File: src/online_mean_covariance_assert.svh
// Assertion macros for the online mean and covariance block.
// Each check is sampled on the rising edge of clk and ignored while rst_n is low.
`ifndef ONLINE_MEAN_COVARIANCE_ASSERT_SVH
`define ONLINE_MEAN_COVARIANCE_ASSERT_SVH

`ifndef ASSERT_OFF
// Same-cycle implication
`define OMC_ASSERT_IMP(label, pre, post) \
    label: assert property (@(posedge clk) disable iff (!rst_n) (pre) |-> (post)) \
        else $error("online_mean_covariance: same-cycle check failed");
// Next-cycle implication
`define OMC_ASSERT_NEXT(label, pre, post) \
    label: assert property (@(posedge clk) disable iff (!rst_n) (pre) |=> (post)) \
        else $error("online_mean_covariance: next-cycle check failed");
`else
`define OMC_ASSERT_IMP(label, pre, post)
`define OMC_ASSERT_NEXT(label, pre, post)
`endif

`endif

File: src/omc_ram.sv
`timescale 1ns / 1ps

module omc_ram #(
    parameter int WIDTH = 64,
    parameter int DEPTH = 36
) (
    input  logic                     clk,
    input  logic                     we,
    input  logic [$clog2(DEPTH)-1:0] waddr,
    input  logic [WIDTH-1:0]         wdata,
    input  logic [$clog2(DEPTH)-1:0] raddr,
    output logic [WIDTH-1:0]         rdata
);

    logic [WIDTH-1:0] mem [DEPTH];

    // Write one entry, read one entry with a registered output
    always_ff @(posedge clk)
    begin
        if (we)
            mem[waddr] <= wdata;
        rdata <= mem[raddr];
    end

endmodule

File: config.mk
export PLATFORM = sky130hd
export DESIGN_NAME = omc_ram
export DESIGN_NICKNAME = d
export VERILOG_FILES = /design/src/online_mean_covariance_assert.svh /design/src/omc_ram.sv
export SDC_FILE = /design/constraint.sdc
export NUM_CORES = 2
export LEC_CHECK = 0
export BUFFER_PORTS_ARGS = -buffer_cell sky130_fd_sc_hd__buf_4
export CAP_MARGIN = 40
export CORE_MARGIN = 5
export CORE_UTILIZATION = 34
export CTS_CLUSTER_SIZE = 40
export DETAILED_ROUTE_END_ITERATION = 6
export SYNTH_ARGS = -nofsm -noshare
export SYNTH_HDL_FRONTEND = slang
export SYNTH_SLANG_ARGS = --single-unit
File: constraint.sdc
create_clock -name clk -period 10.8 [get_ports clk]
set_input_delay 2.16 -clock clk [delete_from_list [all_inputs] [get_ports clk]]
set_output_delay 2.16 -clock clk [all_outputs]
set_load 0.02 [all_outputs]
==> results.txt <==
----------------------------------------------------
[Clock network]
  Clock tree buffer depth ... 3
  CTS tree ... yes
  Cts-stage hold buffer count ... 0
  Total of cells resized after clock tree synthesis ... 0
  Post CTS Setup Buffer Count ... 0
  Clock insertion delay at the later pin of the skew report ... 0.87 ns
  Maximum level of the CTS H-tree ... 4
  Total CTS buffers ... 234
  Clock root cell ... sky130_fd_sc_hd__clkbuf_16
  Clock-pin slew on the worst setup and hold paths ... 0.06 ns
  CTS sink count ... 2368

[Cells and area]
  Final design utilization ... 39.64%
  Number of fill cells ... 22750
  Area growth from synthesis to final layout ... 16.34%
  Final design area excluding fillers ... 103800 µm²
  Proportion of layout cells with a drive suffix above 1 ... 28.76%
  Fin nets ... 4207
  Combined area of the multi-input logic cells ... 17900 µm²
  Storage cell area ... 70470 µm²

[Yosys]
  Net count after synthesis ... 3886
  Post-synthesis area per instance ... 23.43 µm²
  Number of warnings printed during yosys synthesis ... 0
  Post-synth ARST share ... 0%
  Count of distinct cell types in the synthesized netlist ... 31
  Sequential share of the synthesized area ... 78.99%
  Number of enable flip-flop cells after synthesis ... 2304
  Number of register bits inferred by synthesis ... 2368
  Mapped Cells ... 3808
  Predominant post-synthesis flop cell ... sky130_fd_sc_hd__edfxtp_1
  Post-Syn Area ... 89210 µm²

[STA]
  Final setup fails ... 0
  Min cycle time layout ... 4.587 ns
  Crit path setup slack, layout ... 6.213 ns
  Number of max-slew violations in the final report ... 0
  Max Freq ... 0.2180 GHz
  Worst-case clock skew ... 0.05686 ns
  Final number of hold-violating endpoints ... 0
  Total Neg Setup Slack ... 0 ns
  Slew at the pin with the worst max-slew slack ... 1.148 ns
  RSZ-0062 raised after global routing ... no
  Worst slew slack as a fraction of its limit ... 23.46%
  Post-route fraction of the period consumed by the critical path ... 42.47%

[Run status]
  Status ... finished, final reports clean

[Global route]
  Antenna violations before repair ... 19
  Remaining global-route overflow ... 0
  Overall global routing resource usage ... 16.54%
  Vias in the first global route ... 42920
  Pin count of the biggest net entering global routing ... 133
  First-pass GRT wire length ... 325300 µm

[Critical path]
  Maximum fanout along the worst path ... 87
  Sort of element at the start of the critical path ... primary input
  Required time at the worst-slack endpoint ... 11.53 ns
  Delay of the slowest cell on the worst path ... 0.79 ns
  Worst-path cell with the longest stage delay ... sky130_fd_sc_hd__buf_4
  Arrival time worst endpoint ... 5.32 ns
  Ordered cell list for the critical path ... buf_8 -> buf_4 -> buf_12 -> mux4_2 -> mux2i_1 -> a22oi_1 -> a21oi_1 -> nor2_1
  Category of the worst setup path capture point ... flop
  Critical path class ... primary input to flop

[Floorplan]
  FP Rows ... 188
  Starting density of the core ... 34.07%
  Die H ... 522.2 µm
  Core region area ... 261800 µm²
  Full die area ... 272700 µm²
  Boundary Pins ... 142
  Die width ... 522.2 µm

[Route]
  Initial detailed-routing violation count ... 4286
  Vias ... 41900
  Router iterations before antenna repair ... 7
  Antenna violation net count after detailed routing ... 0
  Detailed-route wire length per cell ... 29.14 µm
  Post-detailed-route via-to-cell ratio ... 5.329
  Final routed DRC violation total ... 0
  Final wirelength ... 229100 µm

[Placement]
  PortBufs ... 141
  Detailed-placement wirelength estimate ... 123000 µm
  GPL Wtd Cong ... 0.7244
  Cell area after placement ... 95790 µm²
  Post-placement setup slack ... 5.247 ns

[Power and ir drop]
  Largest voltage drop on the vdd net ... 0.1429 mV
  Leakage power figure ... 32.60 nW
  Power Dens Cells ... 186.9 nW/µm²

[Run]
  Max cap viols ... 0

[Worst hold path]
  Worst min path class ... flop to flop

----------------------------------------------------
[kinds of logic after synthesis]
logic type | Yosys count | synth area share, %
and+or+nand+nor | 172 | 0.8387
muxes | 823 | 17.18
AOI/OAI and AO/OA | 246 | 1.721
buffers and inverters | 199 | 1.271
DFF | 2368 | 78.99
[registers in the layout, indices dropped and copies added, names as in the netlist]
register and count:
rdata 64, mem 2304
[per-layer routing]
layer / wire length (µm) / up-vias / track usage [%]
li1: - / 16930 / -
met1: 96250 / 23040 / 23.21
met2: 111800 / 1557 / 26.89
met3: 15380 / 365 / 2.834
met4: 5641 / 8 / 4.337
met5: 52 / - / 0
[layout by cell type, fill, tap and decap left out, types with 6 or more instances in the layout]
master	Yosys	final
sky130_fd_sc_hd__clkbuf_16	0	234
sky130_fd_sc_hd__buf_12	0	20
sky130_fd_sc_hd__nor2_4	0	37
sky130_fd_sc_hd__dfxtp_1	64	64
sky130_fd_sc_hd__nor2b_1	8	7
sky130_fd_sc_hd__clkinv_16	0	13
sky130_fd_sc_hd__mux2i_1	254	254
sky130_fd_sc_hd__a22oi_1	25	25
sky130_fd_sc_hd__clkbuf_8	0	30
sky130_fd_sc_hd__buf_16	0	30
sky130_fd_sc_hd__nand2_1	18	17
sky130_fd_sc_hd__o21ai_0	6	6
sky130_fd_sc_hd__edfxtp_1	2304	2304
sky130_fd_sc_hd__clkinvlp_4	0	7
sky130_fd_sc_hd__nor2_1	120	83
sky130_fd_sc_hd__bufinv_16	0	21
sky130_fd_sc_hd__buf_4	54	227
sky130_fd_sc_hd__clkinv_1	0	43
sky130_fd_sc_hd__clkbuf_1	74	55
sky130_fd_sc_hd__diode_2	0	9
sky130_fd_sc_hd__clkinv_2	0	35
sky130_fd_sc_hd__a21oi_1	64	64
sky130_fd_sc_hd__o22ai_1	124	124
sky130_fd_sc_hd__nand3b_1	7	7
sky130_fd_sc_hd__mux4_2	566	566
sky130_fd_sc_hd__o221ai_1	7	7
[layout make-up]
type | instances | area share, %
antenna | 9 | 0.02170
timing repair buffer | 283 | 2.907
tap | 3515 | 4.238
multi-input combinational | 1241 | 17.25
inverter | 1 | 0.006028
sequential | 2368 | 67.90
clock inverter | 127 | 1.444
clock buffer | 319 | 6.239
[final timing paths]
path | cells past startpoint | slack, ns | endpoint | from
setup / recovery | 8 | 6.21 | rdata[19]$_DFF_P_ | raddr[1]
hold reg to reg | 3 | 0.69 | rdata[16]$_DFF_P_ | mem[35][16]$_DFFE_PP_
setup reg to reg | 5 | 8.78 | rdata[56]$_DFF_P_ | mem[28][56]$_DFFE_PP_
hold / removal | 3 | 0.69 | rdata[16]$_DFF_P_ | mem[35][16]$_DFFE_PP_
[cell usage after synthesis (16+ instances only)]
library cell | count | area, µm²
sky130_fd_sc_hd__a21oi_1 | 64 | 320.3
sky130_fd_sc_hd__nand2_1 | 18 | 67.56
sky130_fd_sc_hd__edfxtp_1 | 2304 | 69190
sky130_fd_sc_hd__buf_6 | 16 | 180.2
sky130_fd_sc_hd__nor2_1 | 120 | 450.4
sky130_fd_sc_hd__buf_4 | 54 | 405.4
sky130_fd_sc_hd__clkbuf_1 | 74 | 277.8
sky130_fd_sc_hd__a22oi_1 | 25 | 187.7
sky130_fd_sc_hd__dfxtp_1 | 64 | 1281
sky130_fd_sc_hd__mux4_2 | 566 | 12750
sky130_fd_sc_hd__mux2i_1 | 254 | 2542
sky130_fd_sc_hd__buf_2 | 51 | 255.2
sky130_fd_sc_hd__o22ai_1 | 124 | 775.7
[power breakdown]
group | total [W] | internal (W) | switching [W] | leakage (nW)
clock network | 0.00826 | 0.00473 | 0.00353 | 3.86
logic | 0.000921 | 0.000366 | 0.000555 | 7.47
registers | 0.0102 | 0.0102 | 0.0000472 | 21.3
total | 0.0194 | 0.0153 | 0.00413 | 32.6
[critical path, delay by kind of cell]
family	cells	cell delay (ns)
muxes	2	0.68
AOI/OAI and AO/OA	2	0.30
and+or+nand+nor	1	0.06
buffers and inverters	3	1.86
[through the flow]
stage | hold WS, ns | cells | total power, W
after detailed placement | 0.6951 | 7408 | 0.01135
after CTS | 0.6904 | 7854 | 0.01957
after global routing | 0.7324 | 7859 | 0.02002
after floorplan | 0.6608 | 3808 | 0.01093
final | 0.6927 | 7863 | 0.01939
after global placement | 0.6841 | 7363 | 0.01132
(Power assumes the default switching activity.)
